===== config.mk =====
export PLATFORM = sky130hd
export DESIGN_NAME = length_prefixed_frame_splitter_top
export DESIGN_NICKNAME = d
export VERILOG_FILES = /design/src/rtl/core/lfs_pkg.sv /design/src/rtl/core/lfs_in_stage.sv /design/src/rtl/core/lfs_parser.sv /design/src/rtl/core/lfs_out_stage.sv /design/src/rtl/core/length_prefixed_frame_splitter_top.sv
export SDC_FILE = /design/constraint.sdc
export NUM_CORES = 1
export LEC_CHECK = 0
export ABC_AREA = 1
export ABC_CLOCK_PERIOD_IN_PS = 7500
export BUFFER_PORTS_ARGS = -buffer_cell sky130_fd_sc_hd__buf_2
export CORE_UTILIZATION = 35
export DETAILED_ROUTE_END_ITERATION = 7
export PLACE_DENSITY_LB_ADDON = 0.15
export SLEW_MARGIN = 40
export SYNTH_ARGS = -nofsm -noshare
export SYNTH_HDL_FRONTEND = slang
export SYNTH_HIERARCHICAL = 1
export SYNTH_SLANG_ARGS = --single-unit

===== constraint.sdc =====
create_clock -name clk -period 7.5 [get_ports clk]
set_input_delay 1.875 -clock clk [delete_from_list [all_inputs] [get_ports clk]]
set_output_delay 1.875 -clock clk [all_outputs]
set_load 0.05 [all_outputs]

===== src/rtl/core/lfs_pkg.sv =====
// Shared types and constants for the length-prefixed frame splitter.
`default_nettype none

package lfs_pkg;

	localparam int unsigned HEADER_BYTES_DEF = 12;
	localparam int unsigned HDR_CNT_W        = 6;
	localparam int unsigned WORD_W           = 32;
	localparam logic [WORD_W-1:0] MAX_PAYLOAD_RST = 32'd67108864;

	// Header byte positions of the two big-endian length words.
	localparam logic [HDR_CNT_W-1:0] PAY_FIRST  = 6'd4;
	localparam logic [HDR_CNT_W-1:0] PAY_LAST   = 6'd7;
	localparam logic [HDR_CNT_W-1:0] META_FIRST = 6'd8;
	localparam logic [HDR_CNT_W-1:0] META_LAST  = 6'd11;

	typedef enum logic [1:0] {
		SEC_HEADER  = 2'd0,
		SEC_META    = 2'd1,
		SEC_MESSAGE = 2'd2,
		SEC_DISCARD = 2'd3
	} section_t;

	typedef enum logic [1:0] {
		ERR_NONE     = 2'd0,
		ERR_TOO_BIG  = 2'd1,
		ERR_BAD_META = 2'd2
	} err_t;

	typedef struct packed {
		logic [7:0]        byte_out;
		section_t          section;
		logic [WORD_W-1:0] section_offset;
		logic              frame_done;
		logic              header_done;
		logic [WORD_W-1:0] meta_length;
		logic [WORD_W-1:0] message_length;
		err_t              err_code;
	} result_t;

endpackage

`default_nettype wire


===== src/rtl/core/lfs_in_stage.sv =====
// Input register stage of the frame splitter.
`default_nettype none

module lfs_in_stage (
	input  wire logic       clk,
	input  wire logic       arst_n,
	input  wire logic       in_valid,
	output logic            in_stall,
	input  wire logic [7:0] byte_value,
	input  wire logic       take,
	output logic            valid_s1,
	output logic [7:0]      byte_s1,
	output logic            fire
);
	import lfs_pkg::*;

	// The staged beat moves on whenever the result register can take it.
	assign fire     = valid_s1 && take;
	assign in_stall = valid_s1 && !take;

	always_ff @(posedge clk or negedge arst_n) begin
		if (!arst_n) begin
			valid_s1 <= 1'b0;
		end else if (!in_stall) begin
			valid_s1 <= in_valid;
		end
	end

	always_ff @(posedge clk) begin
		if (!in_stall && in_valid) begin
			byte_s1 <= byte_value;
		end
	end

endmodule

`default_nettype wire


===== src/rtl/core/lfs_parser.sv =====
// Frame parsing state and the per-byte tagging logic.
`default_nettype none

module lfs_parser #(
	parameter int unsigned HEADER_BYTES = lfs_pkg::HEADER_BYTES_DEF
) (
	input  wire logic                      clk,
	input  wire logic                      arst_n,
	input  wire logic                      fire,
	input  wire logic [7:0]                byte_s1,
	input  wire logic [lfs_pkg::WORD_W-1:0] max_payload,
	output lfs_pkg::result_t               res
);
	import lfs_pkg::*;

	localparam logic [HDR_CNT_W-1:0] HdrCount = HDR_CNT_W'(HEADER_BYTES);
	localparam logic [HDR_CNT_W-1:0] HdrLast  = HDR_CNT_W'(HEADER_BYTES - 1);

	logic [HDR_CNT_W-1:0] hdr_cnt_q, hdr_cnt_d;
	logic [WORD_W-1:0]    pay_len_q, pay_len_d, pay_len_n;
	logic [WORD_W-1:0]    meta_len_q, meta_len_d, meta_len_n;
	logic [WORD_W-1:0]    body_cnt_q, body_cnt_d, body_inc;
	logic [WORD_W-1:0]    msg_len_q, msg_len_d, msg_len_n;
	err_t                 err_q, err_d;
	logic                 too_big, bad_meta, body_is_meta, body_end;

	always_comb begin
		pay_len_n  = pay_len_q;
		meta_len_n = meta_len_q;
		if (hdr_cnt_q >= PAY_FIRST && hdr_cnt_q <= PAY_LAST) begin
			pay_len_n = {pay_len_q[WORD_W-9:0], byte_s1};
		end
		if (hdr_cnt_q >= META_FIRST && hdr_cnt_q <= META_LAST) begin
			meta_len_n = {meta_len_q[WORD_W-9:0], byte_s1};
		end
	end

	// Length checks and the message length for the header's last byte.
	assign too_big   = pay_len_n >= max_payload;
	assign bad_meta  = meta_len_n > pay_len_n;
	assign msg_len_n = bad_meta ? '0 : (pay_len_n - meta_len_n);

	assign body_is_meta = body_cnt_q < meta_len_q;
	assign body_inc     = body_cnt_q + 1'b1;
	assign body_end     = body_inc >= pay_len_q;

	always_comb begin
		hdr_cnt_d  = hdr_cnt_q;
		pay_len_d  = pay_len_q;
		meta_len_d = meta_len_q;
		body_cnt_d = body_cnt_q;
		msg_len_d  = msg_len_q;
		err_d      = err_q;

		res                = '0;
		res.byte_out       = byte_s1;
		res.section        = SEC_DISCARD;

		if (err_q != ERR_NONE) begin
			res.meta_length    = meta_len_q;
			res.message_length = msg_len_q;
		end else if (hdr_cnt_q != HdrCount) begin
			res.section        = SEC_HEADER;
			res.section_offset = WORD_W'(hdr_cnt_q);
			pay_len_d          = pay_len_n;
			meta_len_d         = meta_len_n;
			hdr_cnt_d          = hdr_cnt_q + 1'b1;
			if (hdr_cnt_q == HdrLast) begin
				res.header_done    = 1'b1;
				res.meta_length    = meta_len_n;
				res.message_length = msg_len_n;
				body_cnt_d         = '0;
				msg_len_d          = msg_len_n;
				if (too_big) begin
					err_d = ERR_TOO_BIG;
				end else if (bad_meta) begin
					err_d = ERR_BAD_META;
				end else if (pay_len_n == '0) begin
					res.frame_done = 1'b1;
					hdr_cnt_d      = '0;
				end
			end
		end else begin
			if (body_is_meta) begin
				res.section        = SEC_META;
				res.section_offset = body_cnt_q;
			end else begin
				res.section        = SEC_MESSAGE;
				res.section_offset = body_cnt_q - meta_len_q;
			end
			res.meta_length    = meta_len_q;
			res.message_length = msg_len_q;
			body_cnt_d         = body_inc;
			if (body_end) begin
				res.frame_done = 1'b1;
				hdr_cnt_d      = '0;
				body_cnt_d     = '0;
			end
		end

		res.err_code = err_d;
	end

	always_ff @(posedge clk or negedge arst_n) begin
		if (!arst_n) begin
			hdr_cnt_q  <= '0;
			pay_len_q  <= '0;
			meta_len_q <= '0;
			body_cnt_q <= '0;
			msg_len_q  <= '0;
			err_q      <= ERR_NONE;
		end else if (fire) begin
			hdr_cnt_q  <= hdr_cnt_d;
			pay_len_q  <= pay_len_d;
			meta_len_q <= meta_len_d;
			body_cnt_q <= body_cnt_d;
			msg_len_q  <= msg_len_d;
			err_q      <= err_d;
		end
	end

endmodule

`default_nettype wire


===== src/rtl/core/lfs_out_stage.sv =====
// Result register of the frame splitter.
`default_nettype none

module lfs_out_stage (
	input  wire logic             clk,
	input  wire logic             arst_n,
	input  wire logic             fire,
	input  wire lfs_pkg::result_t res,
	input  wire logic             out_stall,
	output logic                  take,
	output logic                  out_valid,
	output lfs_pkg::result_t      res_q
);
	import lfs_pkg::*;

	// The register loads when it is empty or its beat leaves this cycle.
	assign take = !out_valid || !out_stall;

	always_ff @(posedge clk or negedge arst_n) begin
		if (!arst_n) begin
			out_valid <= 1'b0;
		end else if (take) begin
			out_valid <= fire;
		end
	end

	always_ff @(posedge clk) begin
		if (take && fire) begin
			res_q <= res;
		end
	end

endmodule

`default_nettype wire


===== src/rtl/core/length_prefixed_frame_splitter_top.sv =====
// Top level of the length-prefixed frame splitter.
`default_nettype none

// The splitter takes a byte stream, one byte per beat, and tags each byte with
// its place in a frame. A frame opens with a header of HEADER_BYTES bytes;
// bytes 4 to 7 carry the payload length and bytes 8 to 11 the meta length,
// both big-endian. The payload follows: meta bytes first, then message bytes.
// Each result beat carries the byte, its section, its offset in that section,
// a header-done flag on the last header byte and a frame-done flag on the last
// byte of a frame. A payload length at or above max_payload, or a meta length
// larger than the payload length, puts the block into a sticky error state in
// which every later byte is marked discarded; only reset clears it. The block
// takes one byte every clock cycle while the input is not stalled. Each byte
// passes through the input register and then the result register, with the
// length compares and offset subtract in between. The input stalls only
// when both registers are full and the output is stalled.
// max_payload is written through the configuration channel, which is always
// ready, and should only be changed while no bytes are in flight.

module length_prefixed_frame_splitter_top #(
	parameter int unsigned HEADER_BYTES = lfs_pkg::HEADER_BYTES_DEF
) (
	input  wire logic        clk,
	input  wire logic        arst_n,

	input  wire logic        in_valid,
	output logic             in_stall,
	input  wire logic [7:0]  byte_value,

	output logic             out_valid,
	input  wire logic        out_stall,
	output logic [7:0]       byte_out,
	output logic [1:0]       section,
	output logic [31:0]      section_offset,
	output logic             frame_done,
	output logic             header_done,
	output logic [31:0]      meta_length,
	output logic [31:0]      message_length,
	output logic [1:0]       err_code,

	input  wire logic        cfg_valid,
	output logic             cfg_ready,
	input  wire logic [31:0] cfg_data
);
	import lfs_pkg::*;

	logic              valid_s1;
	logic [7:0]        byte_s1;
	logic              fire;
	logic              take;
	logic [WORD_W-1:0] max_payload_q;
	result_t           res;
	result_t           res_q;

	// The single configuration register is writable in every cycle.
	assign cfg_ready = 1'b1;

	always_ff @(posedge clk or negedge arst_n) begin
		if (!arst_n) begin
			max_payload_q <= MAX_PAYLOAD_RST;
		end else if (cfg_valid && cfg_ready) begin
			max_payload_q <= cfg_data;
		end
	end

	lfs_in_stage u_in_stage (
		.clk        (clk),
		.arst_n     (arst_n),
		.in_valid   (in_valid),
		.in_stall   (in_stall),
		.byte_value (byte_value),
		.take       (take),
		.valid_s1   (valid_s1),
		.byte_s1    (byte_s1),
		.fire       (fire)
	);

	lfs_parser #(
		.HEADER_BYTES (HEADER_BYTES)
	) u_parser (
		.clk         (clk),
		.arst_n      (arst_n),
		.fire        (fire),
		.byte_s1     (byte_s1),
		.max_payload (max_payload_q),
		.res         (res)
	);

	lfs_out_stage u_out_stage (
		.clk       (clk),
		.arst_n    (arst_n),
		.fire      (fire),
		.res       (res),
		.out_stall (out_stall),
		.take      (take),
		.out_valid (out_valid),
		.res_q     (res_q)
	);

	assign byte_out       = res_q.byte_out;
	assign section        = res_q.section;
	assign section_offset = res_q.section_offset;
	assign frame_done     = res_q.frame_done;
	assign header_done    = res_q.header_done;
	assign meta_length    = res_q.meta_length;
	assign message_length = res_q.message_length;
	assign err_code       = res_q.err_code;

	// A frame can only complete while no error is pending.
	a_done_no_error: assert property (@(posedge clk) disable iff (!arst_n)
		out_valid && frame_done |-> err_code == ERR_NONE)
		else $error("frame_done reported together with an error");

	// Discarded bytes appear only in the error state.
	a_discard_err: assert property (@(posedge clk) disable iff (!arst_n)
		out_valid && section == SEC_DISCARD |-> err_code != ERR_NONE)
		else $error("discarded byte without an error");

	// The header-done flag belongs to a header byte.
	a_hdone_hdr: assert property (@(posedge clk) disable iff (!arst_n)
		out_valid && header_done |-> section == SEC_HEADER)
		else $error("header_done outside the header");

	// Body offsets stay inside their section.
	a_meta_off: assert property (@(posedge clk) disable iff (!arst_n)
		out_valid && section == SEC_META |-> section_offset < meta_length)
		else $error("meta offset beyond meta length");

	a_msg_off: assert property (@(posedge clk) disable iff (!arst_n)
		out_valid && section == SEC_MESSAGE |-> section_offset < message_length)
		else $error("message offset beyond message length");

endmodule

`default_nettype wire


==> flow_metrics.tcl <==
set metrics [dict create \
    clkTransAtPathRegs_ps 60 \
    route.vias.total 18018 \
    num_antenna_cells 0 \
    dp.cells 3350 \
    synth_xor_area_share_pct 2.81 \
    globalRouteOverflowTotal 0 \
    pin_count 158 \
    grt_use_total_pct 25.4 \
    slew_violations 0 \
    route.detailed.drc 0 \
    grt_pass1_wl_mm 106 \
    numPortBuffers 156 \
    drive_gt1_share_pct 11.1 \
    detail-route-antenna-nets 0 \
    crit_chain "ha_1 > inv_1 > nand2_1 > nand2_2 > nand2_2 > buf_4 > o21ai_0 > ha_1 > a21oi_1 > inv_1 > a21oi_1 > inv_1 > a21oi_1 > nand2_1 > nor2_1 > nand2_4 > nand2_1 > a21oi_1" \
    relSlewSlack_pct 44.2 \
    run_status "completed" \
    fmax_ghz 0.189 \
    fillers 5673 \
    synthSimpleGateAreaFrac_pct 26.8 \
    core_um2 54200 \
    power_density_nw_per_um2 174 \
    synthAdderAreaFrac_pct 7.41 \
    leakagePower_uw 0.0107 \
    crit_start "u_parser/hdr_cnt_q[0]$_DFFE_PN0P_" \
    std_cell_rows 85 \
    clkLatencyLatePin_ps 550 \
    synth.ff_latch_count 288 \
    arrival_ps 5540 \
    tightest_slew_ps 830 \
    gp_congestion 0.984 \
    slowest_delay_ps 550 \
    rrSetupSlack_ps 2220 \
    clockRootBuffer "clkbuf_16" \
    crit_top_cell "a21oi_1" \
    ctsHoldBuffers 0 \
    cp_top_family "simple AND/OR/NAND/NOR gates" \
    yosysSeqAreaShare_pct 40.3 \
    maxCapViolCount 0 \
    grt_max_degree 94 \
    dr.first_iter.drc_count 1658 \
    synth_compound_gate_area_share_pct 13.2 \
    wl_per_cell_um 21.0 \
    synth_top_family_by_area "simple AND/OR/NAND/NOR gates" \
    area_growth_pct 12.9 \
    path_class "register to register" \
    cts_setup_buffers 0 \
    cp-end-kind "register" \
    hold_path_class "register to register" \
    syn_area_um2 19300 \
    yosys_most_used_dff "dfrtp_1" \
    fin_cells 3416 \
    cts.sinks 288 \
    crit_buf_inv 4 \
    cp_max_fo 51 \
    cts_tree "built" \
    crit_cells 18 \
    fp.dieH_um 237 \
    first_global_vias 16838 \
    cts_resized 0 \
    async_reset_ff_share_pct 59.0 \
    dieArea_um2 56200 \
    final-setup-viol-count 0 \
    ir_worst_vdd_mv 0.170 \
    synth_area_per_cell_um2 7.51 \
    fin_crit_ps 5280 \
    finClkSkew_ps 17.0 \
    yosysWarnings 6 \
    die_w_um 237 \
    finalWirelength_mm 71.7 \
    r2r_end "u_out_stage/res_q[67]$_DFFE_PP_" \
    worstSetupStartpointType "register" \
    rr_worst_depth 18 \
    finalHoldViolations 0 \
    tns_ps 0 \
    initial_utilization_pct 35.7 \
    syn-num-nets 2733 \
    ys_types 58 \
    period_share_pct 70.4 \
    final_nets 2853 \
    synth_edf_count 118 \
    worst_path_max_delay_cell "nand2_2" \
    synthMuxAreaShare_pct 0 \
    firstDrtPassIters 6 \
    r2r_start "u_parser/hdr_cnt_q[0]$_DFFE_PN0P_" \
    syn_inst 2574 \
    final_common_cell "nand2_1" \
    fin_hold_ws_ps 467 \
    cts_buffer_depth 3 \
    cts_max_level 2 \
    vias_per_cell 5.27 \
    detailed_place_hpwl_mm 55.9 \
    rsz0062_at_grt "false" \
    critical_path_required_ps 7760 \
    antenna_found_initial 0 \
    cts_made_buffers 37 \
    final_cell_mix "nand2_1, inv_1, dfrtp_1" \
    cp-endpoint "u_out_stage/res_q[67]$_DFFE_PP_" \
]
## layer usage
metal | wire length [um] | vias up | track usage, %
met5 | 0 | - | 0
met4 | 2430 | 0 | 9.21
met3 | 4540 | 110 | 3.96
met2 | 30700 | 619 | 38.3
met1 | 34000 | 8555 | 36.6
li1 | - | 8734 | -
## flip-flops by register name (all words and copies together) (netlist names), 6 cells and up
register	cells
max_payload_q	32
u_in_stage/byte_s1	8
u_out_stage/res_q	110
u_parser/body_cnt_q	32
u_parser/hdr_cnt_q	6
u_parser/meta_len_q	32
u_parser/msg_len_q	32
u_parser/pay_len_q	32
## cell type report
cell class                 count  area (um^2)  share of cell area, %
clock buffer                  48          987                   4.52
clock inverter                17          166                  0.762
inverter                     338         1280                   5.86
multi-input combinational   1854         9760                   44.7
sequential                   288         7800                   35.7
tap                          696          871                   3.99
timing repair buffer         175          970                   4.44
## stage by stage
stage                     util, %  total power, uW  instance area [um^2]  setup slack, ps
final                        40.3             3810                 21800             2220
after global placement       38.0             2070                 20600             2270
after CTS                    40.2             3860                 21800             2280
after global routing         40.3             3940                 21800             1780
after floorplan                 -             1980                 19300             1880
after detailed placement     38.1             2080                 20700             2300
## worst register-to-register path, delay by kind of cell, from the launching register on
kind	cells	cell delay (ps)
simple gates	7	2250
flops	1	420
buf+inv	4	620
fa+ha+maj	2	650
compound gates	5	1050
## kinds of logic (layout without fill, tap and decap cells)
| family | Yosys count | count (layout) |
|---|---|---|
| AND/OR/NAND/NOR | 1224 | 1224 |
| AO/OA/AOI/OAI | 453 | 453 |
| buffers and inverters | 432 | 578 |
| flip-flops | 288 | 288 |
| adder cells (fa/ha/maj) | 114 | 114 |
| XOR/XNOR | 62 | 62 |
| other | 1 | 1 |
## synthesized netlist by cell type (all sizes together), types with 4 or more instances
cell | count | area (um^2)
a211oi | 4 | 30.0
a21boi | 7 | 52.6
a21o | 5 | 37.5
a21oi | 111 | 559
a31oi | 4 | 25.0
buf | 44 | 337
clkbuf | 50 | 218
dfrtp | 169 | 4230
edfxtp | 118 | 3540
ha | 113 | 1410
inv | 337 | 1270
nand2 | 841 | 3210
nand3 | 130 | 713
nand3b | 6 | 48.8
nand4 | 58 | 363
nor2 | 132 | 526
nor3 | 42 | 215
nor4 | 9 | 56.3
o21a | 17 | 128
o21ai | 231 | 1200
o21bai | 8 | 60.1
o221ai | 5 | 43.8
o22ai | 50 | 313
xnor2 | 11 | 96.3
xor2 | 51 | 447
## report_power, final
part / total [uW] / internal [uW] / switching [uW]
clock network: 1760 / 1030 / 733
registers: 1730 / 1710 / 25.2
logic: 310 / 65.6 / 244
total: 3810 / 2810 / 1000
## how the worst min path moves through the flow
stage	start	endpoint	slack, ps	depth (start not counted)
6_report	max_payload_q[26]$_DFFE_PN1P_	max_payload_q[26]$_DFFE_PN1P_	470	2
3_5_place_dp	max_payload_q[15]$_DFFE_PN0P_	max_payload_q[15]$_DFFE_PN0P_	460	2
5_1_grt	u_in_stage/byte_s1[1]$_DFFE_PP_	u_out_stage/res_q[103]$_DFFE_PP_	480	0
2_1_floorplan	max_payload_q[26]$_DFFE_PN1P_	max_payload_q[26]$_DFFE_PN1P_	440	2
3_3_place_gp	u_in_stage/byte_s1[1]$_DFFE_PP_	u_out_stage/res_q[103]$_DFFE_PP_	430	0
4_1_cts	max_payload_q[26]$_DFFE_PN1P_	max_payload_q[26]$_DFFE_PN1P_	470	2
Note: power is estimated with default switching activity, not from simulation.
